--- src/hw/rtl/svpa_pkg.sv ---
// Shared constants for the sample voice position advance block.
// Fixed-point widths, loop mode codes and register indexes.
// No dependencies.
package svpa_pkg;

   // fraction bits of the position and of the pitch step (8..32)
   localparam int FRAC_BITS  = 32;
   // low bits of the sample count used by an advance (8..16)
   localparam int COUNT_BITS = 16;

   // integer part (32) plus fraction: width of the step product and of the shared adder
   localparam int ACC_W      = 32 + FRAC_BITS;

   // pitch step field width, 16.32 format
   localparam int STEP_W     = 48;

   // loop modes
   localparam logic [1:0] MODE_NONE      = 2'd0;
   localparam logic [1:0] MODE_FORWARD   = 2'd1;
   localparam logic [1:0] MODE_PING_PONG = 2'd2;

   // register indexes
   localparam logic [1:0] CSR_LOOP_MODE  = 2'd0;
   localparam logic [1:0] CSR_LOOP_BEGIN = 2'd1;
   localparam logic [1:0] CSR_LOOP_END   = 2'd2;
   localparam logic [1:0] CSR_DISOWNED   = 2'd3;

   // request types
   localparam logic REQ_ADVANCE = 1'b0;
   localparam logic REQ_START   = 1'b1;

endpackage

--- src/hw/rtl/sample_voice_position_advance_hq.sv ---
// Top level of the sample voice position advance block (high precision).
// Sequencer around one shared adder/subtractor: multiply, carry add, modulo.
// Depends on svpa_pkg.

// One voice, one transaction at a time. A start request answers in the cycle after
// it is taken. An advance runs a shift-add multiply of pitch step by sample count, one
// count bit per cycle and ending early once the remaining count bits are zero, then
// one carry add, one end check, and it answers there unless a non-empty loop wraps.
// A loop wrap or reflection adds the distance step ST_DVD, a 32-step restoring
// modulo and the fix-up steps ST_FIX1 (ping-pong only) and ST_FIX2. Every arithmetic
// step goes through the same adder. req_ready is high only while idle; the next
// request is taken in the cycle after the result transaction completes. Configuration
// writes land at once and are expected only while idle.
module sample_voice_position_advance_hq (
   input  logic        clock,
   input  logic        reset,
   // request channel
   input  logic        req_valid,
   output logic        req_ready,
   input  logic        req_type,
   input  logic [47:0] req_pitch_step,
   input  logic [15:0] req_num_samples,
   input  logic [30:0] req_start_position,
   // response channel
   output logic        rsp_valid,
   input  logic        rsp_ready,
   output logic signed [31:0] rsp_position,
   output logic [31:0] rsp_fraction,
   output logic        rsp_going_backwards,
   output logic        rsp_note_stopped,
   output logic        rsp_channel_off,
   output logic        rsp_looped,
   // configuration writes
   input  logic        csr_we,
   input  logic [1:0]  csr_index,
   input  logic [30:0] csr_wdata
);

   localparam int FracW  = svpa_pkg::FRAC_BITS;
   localparam int CountW = svpa_pkg::COUNT_BITS;
   localparam int AccW   = svpa_pkg::ACC_W;
   localparam int DivSteps = 32;
   localparam int DivCntW  = $clog2(DivSteps);
   localparam logic [DivCntW-1:0] DivLast = DivCntW'(DivSteps - 1);

   // sequencer states
   localparam logic [3:0] ST_IDLE = 4'd0;  // wait for a request
   localparam logic [3:0] ST_MUL  = 4'd1;  // shift-add step * count
   localparam logic [3:0] ST_ADD  = 4'd2;  // position +/- product
   localparam logic [3:0] ST_LEN  = 4'd3;  // loop length, end check
   localparam logic [3:0] ST_DVD  = 4'd4;  // distance past the edge
   localparam logic [3:0] ST_DIV  = 4'd5;  // restoring modulo, one bit a cycle
   localparam logic [3:0] ST_FIX1 = 4'd6;  // remainder minus loop length
   localparam logic [3:0] ST_FIX2 = 4'd7;  // final position, direction
   localparam logic [3:0] ST_OUT  = 4'd8;  // result held for the response

   logic [3:0]        state_ff, state_in;

   // configuration
   logic [1:0]        loop_mode_ff;
   logic [30:0]       loop_begin_ff, loop_end_ff;
   logic              disowned_ff;

   // voice state
   logic [31:0]       pos_ff, pos_in;
   logic [FracW-1:0]  frac_ff, frac_in;
   logic              dir_ff, dir_in;
   logic              stopped_ff, stopped_in;
   logic              chan_off_ff, chan_off_in;
   logic              looped_ff, looped_in;

   // working registers
   logic [AccW-1:0]   acc_ff, acc_in;
   logic [AccW-1:0]   mcand_ff, mcand_in;
   logic [CountW-1:0] cnt_ff, cnt_in;
   logic [31:0]       p_ff, p_in;
   logic [31:0]       len_ff, len_in;
   logic [31:0]       divisor_ff, divisor_in;
   logic [31:0]       dvd_ff, dvd_in;
   logic [31:0]       rem_ff, rem_in;
   logic [DivCntW-1:0] div_cnt_ff, div_cnt_in;
   logic [31:0]       t_ff, t_in;
   logic              ge_ff, ge_in;

   // shared adder
   logic [AccW-1:0]   alu_a, alu_b, alu_sum;
   logic              alu_sub;

   logic              backward;
   logic              hit;
   logic              zero_len;
   logic [32:0]       rem_shift;
   logic [31:0]       begin_ext, end_ext;

   assign begin_ext = {1'b0, loop_begin_ff};
   assign end_ext   = {1'b0, loop_end_ff};
   assign backward  = (loop_mode_ff == svpa_pkg::MODE_PING_PONG) && dir_ff;
   assign rem_shift = {rem_ff, dvd_ff[31]};
   assign zero_len  = (loop_begin_ff == loop_end_ff);

   // backward edge: signed compare; forward end: unsigned
   assign hit = backward ? ($signed(p_ff) <= $signed(begin_ext)) : (p_ff >= end_ext);

   // operand selection for the shared adder
   always_comb begin
      alu_a   = acc_ff;
      alu_b   = mcand_ff;
      alu_sub = 1'b0;
      unique case (state_ff)
         ST_ADD: begin
            alu_a   = {pos_ff, frac_ff};
            alu_b   = acc_ff;
            alu_sub = backward;
         end
         ST_LEN: begin
            alu_a   = AccW'(end_ext);
            alu_b   = AccW'(begin_ext);
            alu_sub = 1'b1;
         end
         ST_DVD: begin
            alu_a   = backward ? AccW'(begin_ext) : AccW'(p_ff);
            alu_b   = backward ? AccW'(p_ff) : AccW'(end_ext);
            alu_sub = 1'b1;
         end
         ST_DIV: begin
            alu_a   = AccW'(rem_shift);
            alu_b   = AccW'(divisor_ff);
            alu_sub = 1'b1;
         end
         ST_FIX1: begin
            alu_a   = AccW'(rem_ff);
            alu_b   = AccW'(len_ff);
            alu_sub = 1'b1;
         end
         ST_FIX2: begin
            // end + ~x is (end - 1) - x
            if (loop_mode_ff != svpa_pkg::MODE_PING_PONG) begin
               alu_a = AccW'(begin_ext);
               alu_b = AccW'(rem_ff);
            end else if (!backward) begin
               alu_a = ge_ff ? AccW'(begin_ext) : AccW'(end_ext);
               alu_b = ge_ff ? AccW'(t_ff) : AccW'(~rem_ff);
            end else begin
               alu_a = ge_ff ? AccW'(end_ext) : AccW'(begin_ext);
               alu_b = ge_ff ? AccW'(~t_ff) : AccW'(rem_ff);
            end
         end
         default: begin
            alu_a   = acc_ff;
            alu_b   = mcand_ff;
            alu_sub = 1'b0;
         end
      endcase
   end

   assign alu_sum = alu_a + (alu_sub ? ~alu_b : alu_b) + AccW'(alu_sub);

   // sequencer
   always_comb begin
      state_in    = state_ff;
      pos_in      = pos_ff;
      frac_in     = frac_ff;
      dir_in      = dir_ff;
      stopped_in  = stopped_ff;
      chan_off_in = chan_off_ff;
      looped_in   = looped_ff;
      acc_in      = acc_ff;
      mcand_in    = mcand_ff;
      cnt_in      = cnt_ff;
      p_in        = p_ff;
      len_in      = len_ff;
      divisor_in  = divisor_ff;
      dvd_in      = dvd_ff;
      rem_in      = rem_ff;
      div_cnt_in  = div_cnt_ff;
      t_in        = t_ff;
      ge_in       = ge_ff;
      unique case (state_ff)
         ST_IDLE: begin
            if (req_valid) begin
               if (req_type == svpa_pkg::REQ_START) begin
                  pos_in      = {1'b0, req_start_position};
                  frac_in     = '0;
                  dir_in      = 1'b0;
                  stopped_in  = 1'b0;
                  chan_off_in = 1'b0;
                  looped_in   = 1'b0;
                  state_in    = ST_OUT;
               end else begin
                  acc_in   = '0;
                  mcand_in = AccW'(req_pitch_step);
                  cnt_in   = req_num_samples[CountW-1:0];
                  state_in = ST_MUL;
               end
            end
         end
         ST_MUL: begin
            if (cnt_ff == '0) begin
               state_in = ST_ADD;
            end else begin
               if (cnt_ff[0]) begin
                  acc_in = alu_sum;
               end
               mcand_in = mcand_ff << 1;
               cnt_in   = cnt_ff >> 1;
            end
         end
         ST_ADD: begin
            p_in     = alu_sum[AccW-1 -: 32];
            frac_in  = alu_sum[FracW-1:0];
            state_in = ST_LEN;
         end
         ST_LEN: begin
            len_in   = alu_sum[31:0];
            state_in = ST_OUT;
            case (loop_mode_ff)
               svpa_pkg::MODE_FORWARD: begin
                  if (!hit) begin
                     pos_in = p_ff;
                  end else if (zero_len) begin
                     pos_in    = '0;
                     looped_in = 1'b1;
                  end else begin
                     divisor_in = alu_sum[31:0];
                     state_in   = ST_DVD;
                  end
               end
               svpa_pkg::MODE_PING_PONG: begin
                  if (!hit) begin
                     pos_in = p_ff;
                  end else if (zero_len) begin
                     pos_in    = begin_ext;
                     looped_in = 1'b1;
                  end else begin
                     divisor_in = {alu_sum[30:0], 1'b0};
                     state_in   = ST_DVD;
                  end
               end
               default: begin
                  // no loop: stop at the end; the owned channel keeps its position
                  if (hit) begin
                     stopped_in = 1'b1;
                  end
                  if (hit && !disowned_ff) begin
                     chan_off_in = 1'b1;
                  end else begin
                     pos_in = p_ff;
                  end
               end
            endcase
         end
         ST_DVD: begin
            dvd_in     = alu_sum[31:0];
            rem_in     = '0;
            div_cnt_in = '0;
            state_in   = ST_DIV;
         end
         ST_DIV: begin
            // trial subtract; keep it when it does not go negative
            rem_in     = alu_sum[AccW-1] ? rem_shift[31:0] : alu_sum[31:0];
            dvd_in     = dvd_ff << 1;
            div_cnt_in = div_cnt_ff + 1'b1;
            if (div_cnt_ff == DivLast) begin
               state_in = (loop_mode_ff == svpa_pkg::MODE_PING_PONG) ? ST_FIX1 : ST_FIX2;
            end
         end
         ST_FIX1: begin
            t_in     = alu_sum[31:0];
            ge_in    = !alu_sum[AccW-1];
            state_in = ST_FIX2;
         end
         ST_FIX2: begin
            pos_in    = alu_sum[31:0];
            looped_in = 1'b1;
            if (loop_mode_ff == svpa_pkg::MODE_PING_PONG) begin
               if (!backward) begin
                  // upper reflection turns back if !ge_ff unless it is the loop start
                  if (!ge_ff && (alu_sum[31:0] != begin_ext)) begin
                     dir_in  = 1'b1;
                     frac_in = -frac_ff;
                  end
               end else if (!ge_ff || (alu_sum[31:0] == begin_ext)) begin
                  dir_in  = 1'b0;
                  frac_in = -frac_ff;
               end
            end
            state_in = ST_OUT;
         end
         ST_OUT: begin
            if (rsp_ready) begin
               state_in = ST_IDLE;
            end
         end
         default: begin
            state_in = ST_IDLE;
         end
      endcase
   end

   // control, configuration and voice state
   always_ff @(posedge clock) begin
      if (reset) begin
         state_ff      <= ST_IDLE;
         loop_mode_ff  <= svpa_pkg::MODE_NONE;
         loop_begin_ff <= '0;
         loop_end_ff   <= '0;
         disowned_ff   <= 1'b0;
         pos_ff        <= '0;
         frac_ff       <= '0;
         dir_ff        <= 1'b0;
         stopped_ff    <= 1'b0;
         chan_off_ff   <= 1'b0;
         looped_ff     <= 1'b0;
      end else begin
         state_ff    <= state_in;
         pos_ff      <= pos_in;
         frac_ff     <= frac_in;
         dir_ff      <= dir_in;
         stopped_ff  <= stopped_in;
         chan_off_ff <= chan_off_in;
         looped_ff   <= looped_in;
         if (csr_we) begin
            unique case (csr_index)
               svpa_pkg::CSR_LOOP_MODE:  loop_mode_ff  <= csr_wdata[1:0];
               svpa_pkg::CSR_LOOP_BEGIN: loop_begin_ff <= csr_wdata;
               svpa_pkg::CSR_LOOP_END:   loop_end_ff   <= csr_wdata;
               svpa_pkg::CSR_DISOWNED:   disowned_ff   <= csr_wdata[0];
               default:                  disowned_ff   <= disowned_ff;
            endcase
         end
      end
   end

   // working registers, no reset needed
   always_ff @(posedge clock) begin
      acc_ff     <= acc_in;
      mcand_ff   <= mcand_in;
      cnt_ff     <= cnt_in;
      p_ff       <= p_in;
      len_ff     <= len_in;
      divisor_ff <= divisor_in;
      dvd_ff     <= dvd_in;
      rem_ff     <= rem_in;
      div_cnt_ff <= div_cnt_in;
      t_ff       <= t_in;
      ge_ff      <= ge_in;
   end

   assign req_ready           = (state_ff == ST_IDLE);
   assign rsp_valid           = (state_ff == ST_OUT);
   assign rsp_position        = $signed(pos_ff);
   assign rsp_fraction        = 32'(frac_ff);
   assign rsp_going_backwards = dir_ff;
   assign rsp_note_stopped    = stopped_ff;
   assign rsp_channel_off     = chan_off_ff;
   assign rsp_looped          = looped_ff;

endmodule

--- config.mk ---
export PLATFORM = sky130hd
export DESIGN_NAME = sample_voice_position_advance_hq
export DESIGN_NICKNAME = d
export VERILOG_FILES = /design/src/hw/rtl/svpa_pkg.sv /design/src/hw/rtl/sample_voice_position_advance_hq.sv
export SDC_FILE = /design/constraint.sdc
export NUM_CORES = 1
export LEC_CHECK = 0
export ABC_AREA = 1
export BUFFER_PORTS_ARGS = -buffer_cell sky130_fd_sc_hd__buf_2
export CAP_MARGIN = 10
export CORE_UTILIZATION = 58
export CTS_BUF_LIST = sky130_fd_sc_hd__clkbuf_2
export CTS_CLUSTER_DIAMETER = 120
export DETAILED_ROUTE_END_ITERATION = 12
export PLACE_DENSITY = 0.8
export SYNTH_ARGS = -nofsm -noshare
export SYNTH_HDL_FRONTEND = slang
export SYNTH_SLANG_ARGS = --single-unit
export TNS_END_PERCENT = 5
--- constraint.sdc ---
create_clock -name clock -period 5.1 [get_ports clock]
set_input_delay 0.51 -clock clock [delete_from_list [all_inputs] [get_ports clock]]
set_output_delay 0.51 -clock clock [all_outputs]
set_load 0.005 [all_outputs]
==> results.ini, run 1 <==
[logic_synthesis]
synth_fp_nets = 4532
synth_xor_area_frac = 0.0354
ys_seq_elements = 479
synth_compound_area_frac = 0.199
ys_warn_count = 0
synth_top_family_by_area = simple AND/OR/NAND/NOR gates
synthTopCellsByArea = edfxtp_1 32%, nand2_1 12%, dfxtp_1 8.6%
avgSynthCellArea_um2 = 7.46
synth_area_leader_cell = edfxtp_1
synth_edf_count = 342
ys_types = 58
synth-simple-area-share = 0.226
synth-main-ff-cell = edfxtp_1
synth.area.mux_share = 0
synthArstFlopShare = 0
synth_top_area_share = 0.322
synth-adder-area-share = 0.0513
syn-cell-area_mm2 = 0.0318
yosysSeqAreaShare = 0.409
postSynthCellCount = 4268

[die]
top_level_ports = 204
die_w_um = 236
initial_core_util = 0.589
die_h_um = 236
num_rows = 85

[clock_network]
cts_root_buf = clkbuf_2
htreeDepth = 4
cts_buffer_depth = 3
clkSinkCount = 479
cts_buffers = 130

[outcome]
haltStage = global routing
status = aborted with a tool error
error = [ERROR GRT-0232] Routing congestion too high. Check the congestion heatmap in the GUI.

[placed_design]
dp_hpwl_mm = 117
dp.cells = 5585
gp_congestion = 1.17
io_buffers = 203

[global_routing]
grt_overflow = 89
grt_max_degree = 90
grt_usage = 0.775

[sta]
postGrtWorstEndpoint = rsp_fraction[5]$_SDFFE_PP0P_/D
worst-ep-kind = register input

## synth_stat cells, types with 15 or more instances
| cell type | count |
|---|---|
| a2111oi_0 | 21 |
| a211oi_1 | 22 |
| a21oi_1 | 383 |
| a221oi_1 | 17 |
| a31oi_1 | 16 |
| buf_1 | 17 |
| clkbuf_1 | 179 |
| dfxtp_1 | 137 |
| edfxtp_1 | 342 |
| ha_1 | 129 |
| inv_1 | 437 |
| nand2_1 | 995 |
| nand3_1 | 229 |
| nand3b_1 | 42 |
| nand4_1 | 20 |
| nor2_1 | 357 |
| nor3_1 | 30 |
| nor4_1 | 20 |
| o211ai_1 | 15 |
| o21ai_0 | 515 |
| o22ai_1 | 61 |
| xnor2_1 | 37 |
| xor2_1 | 89 |
## per-stage QoR
step / instance area [um^2] / utilization / setup TNS (ps) / setup WS, ps / hold slack, ps
after detailed placement: 38200 / 0.707 / -34560 / -551 / 463
after global placement: 38200 / 0.707 / -33090 / -548 / 472
after CTS: 43200 / 0.800 / 0 / 0.656 / 5.05
after floorplan: 31900 / - / 0 / 110 / 441
## what timing repair did
action / in CTS
cloned: 6
hold buffers: 255
setup endpoints to repair: 108
gates resized for setup: 233
setup buffers: 36
pin swaps: 70
endpoints found under the hold margin: 184
## routing by layer
| metal | overflow | GRT usage |
|---|---|---|
| met1 | 0 | 0.789 |
| met2 | 50 | 0.945 |
| met3 | 2 | 0.588 |
| met4 | 37 | 0.764 |
| met5 | 0 | 0.383 |
## cells by family after synthesis
family	after synthesis
AOI/OAI and AO/OA	1137
xor gates and xnor gates	127
adders and majority gates	130
buffers and inverters	666
DFF	479
and+or+nand+nor	1729
==> run 2: changes to the inputs <==
CORE_UTILIZATION = 40   (was 58)
CTS_BUF_LIST = default   (was sky130_fd_sc_hd__clkbuf_2)
CTS_CLUSTER_DIAMETER = default   (was 120)
PLACE_DENSITY = default   (was 0.8)
PLACE_DENSITY_LB_ADDON = 0.15   (was default)
clock period = 6.6 ns   (was 5.1 ns; I/O delays follow)
==> results.ini, run 2 <==
[sta]
final_hold_viol_count = 0
period_share = 0.948
finalSetupViolations = 0
period_needed_ps = 6260
max_slew_margin = 0.250
rsz0062_at_grt = true
max_freq_ghz = 0.160
fin_ws_ps = 342
worst_pin_slew_ps = 1120
skew_ps = 34.6
finalMaxSlewViolations = 0

[pwr]
peakVddDrop_uv = 353
swShare = 0.528
cell_internal_pwr_uw = 11300
power_uw = 23900
clkPwrFrac = 0.135
p_switching_uw = 12600
seqPwrFrac = 0.230
p_comb_frac = 0.635
power.density_mw_per_mm2 = 649
cellLeakagePower_uw = 0.0156

[detailed_routing]
drt-initial-drc-count = 3796
vias = 32500
wl_mm = 144
drc = 0
routedWlPerCell_um = 25.8
drt_pass1_iterations = 8
vias_per_cell = 5.83
ant_nets = 0

[global_routing]
grt_pass1_wl_mm = 207
grt_overflow = 0
grt_pass1_vias = 30300
antenna_found_initial = 1
grt_usage = 0.347
grt_max_degree = 89

[cells_and_area]
utilization = 0.466
final_nets = 4747
final_cell_area_mm2 = 0.0367
fillers = 8103
seqCellArea_mm2 = 0.0130
layout_common_cells = 993 x nand2_1, 514 x o21ai_0, 431 x inv_1
drive_gt1_frac = 0.115
final_common_cell = nand2_1
area.growth.synth_to_final_pct = 15.3
multi_input_area_mm2 = 0.0164
top_regs = acc_ff (64), mcand_ff (64)

[placed_design]
place_area_mm2 = 0.0349  ; -8.7%
io_buffers = 203  ; unchanged
dp_hpwl_mm = 110  ; -6.4%
place_ws_ps = 336  ; +887 ps
gp_congestion = 1.12  ; -4.1%

[worst_setup_path]
critPathSlowestCell = dfxtp_1
arrival_ps = 6790
r2r_start = state_ff[3]
critPathRequiredTime_ps = 7130
start_kind = flip-flop
cp_slowest_stage_delay_ps = 530
cp-end-kind = flip-flop
cpMostUsedCell = nand2_1
critPathKind = reg2reg
cp-startpoint = state_ff[3]
cp_max_fo = 65

[logic_synthesis]
avgSynthCellArea_um2 = 7.46  ; unchanged
synthTopCellsByArea = edfxtp_1 32%, nand2_1 12%, dfxtp_1 8.6%
ys_warn_count = 0  ; unchanged
ys_seq_elements = 479  ; unchanged
syn-cell-area_mm2 = 0.0318  ; unchanged
synth-main-ff-cell = edfxtp_1
synth_top_area_share = 0.322  ; unchanged
postSynthCellCount = 4268  ; unchanged
ys_types = 58  ; unchanged
synthTopCellsByCount = 995 x nand2_1, 515 x o21ai_0, 437 x inv_1
synth_fp_nets = 4532  ; unchanged
synth_edf_count = 342  ; unchanged
yosysSeqAreaShare = 0.409  ; unchanged
synthArstFlopShare = 0  ; unchanged
post-synth-top-count-cell = nand2_1
synth_area_leader_cell = edfxtp_1

[outcome]
status = finished, final reports clean

[clock_network]
cts_root_buf = clkbuf_16
cts_hold_repair.buffers = 0  ; -100%
cts_buffer_depth = 3  ; unchanged
insertion_delay_ps = 660
clkSinkCount = 479  ; unchanged
htreeDepth = 2  ; -2
tritoncts = yes
cts_setup_buffers = 0  ; -100%
cts-resized-gates = 0  ; -100%
cts.clk_slew.worst_paths_ps = 60
cts_buffers = 57  ; -56%

[worst_hold_path]
min_from = req_pitch_step[17]
hp-class = in2reg

[job]
cap_viol_max_count = 0

[die]
die_area_mm2 = 0.0808
top_level_ports = 204  ; unchanged
die_w_um = 284  ; +20%
die_h_um = 284  ; +20%
core_mm2 = 0.0789
initial_core_util = 0.404  ; -0.186
num_rows = 103  ; +21%

[run 2: cell counts after synthesis]
No cell type changed its count.
[run 2: metrics by stage]
step | cells | hold WS (ps) | TNS (ps)
3_3_place_gp | 5474 | 473 | 0
2_1_floorplan | 4268 | 441 | 0
5_1_grt | 5581 | 261 | -41.3
3_5_place_dp | 5474 | 479 | 0
4_1_cts | 5581 | 246 | 0
6_report | 5582 | 260 | 0
[run 2: logic make-up (layout without fill, tap and decap cells)]
group | Yosys count | in the layout | share of synthesized area
buffers and inverters | 666 | 929 | 0.0805
AOI/OAI and AO/OA | 1137 | 1137 | 0.199
DFF | 479 | 479 | 0.409
other | 0 | 1 | 0
xor gates and xnor gates | 127 | 127 | 0.0354
adders and majority gates | 130 | 130 | 0.0513
and+or+nand+nor | 1729 | 1729 | 0.226
[run 2: cell type report]
| type | count | share of cell area |
|---|---|---|
| multi-input combinational | 3123 | 0.446 |
| sequential | 479 | 0.354 |
| timing repair buffer | 374 | 0.0678 |
| inverter | 448 | 0.0460 |
| clock buffer | 75 | 0.0423 |
| tap | 1050 | 0.0358 |
| clock inverter | 32 | 0.00821 |
| antenna | 1 | 0.0000681 |
[run 2: path summary, 6_finish.rpt]
check / to / slack, ps / cells past startpoint
setup / recovery: rsp_fraction[4] / 340 / 36
hold / removal: mcand_ff[17] / 260 / 3
setup reg to reg: rsp_fraction[4] / 340 / 36
hold reg to reg: loop_mode_ff[1] / 490 / 2
[run 2: power by group through the flow]
stage / combinational [uW] / clock (uW) / sequential [uW]
global route: 16200 / 3360 / 5540
floorplan: 8350 / 0 / 5260
global placement: 14700 / 0 / 5530
finish: 15100 / 3230 / 5490
detailed placement: 14700 / 0 / 5530
CTS: 14700 / 3250 / 5480
[run 2: layer usage]
layer / wire length (um) / up-vias / global-route usage
li1: - / 15000 / -
met4: 9860 / 2 / 0.204
met3: 11900 / 398 / 0.0560
met1: 57600 / 15400 / 0.445
met5: 8 / - / 0
met2: 64800 / 1667 / 0.553
[run 2: critical path, delay by kind of cell, from the launching register on]
kind | cells | cell delay [ps]
adders and majority gates | 1 | 380
buffers and inverters | 8 | 1430
DFF | 1 | 530
AOI/OAI and AO/OA | 3 | 630
and+or+nand+nor | 24 | 3110
No activity file was read; power rests on OpenSTA's default activity.
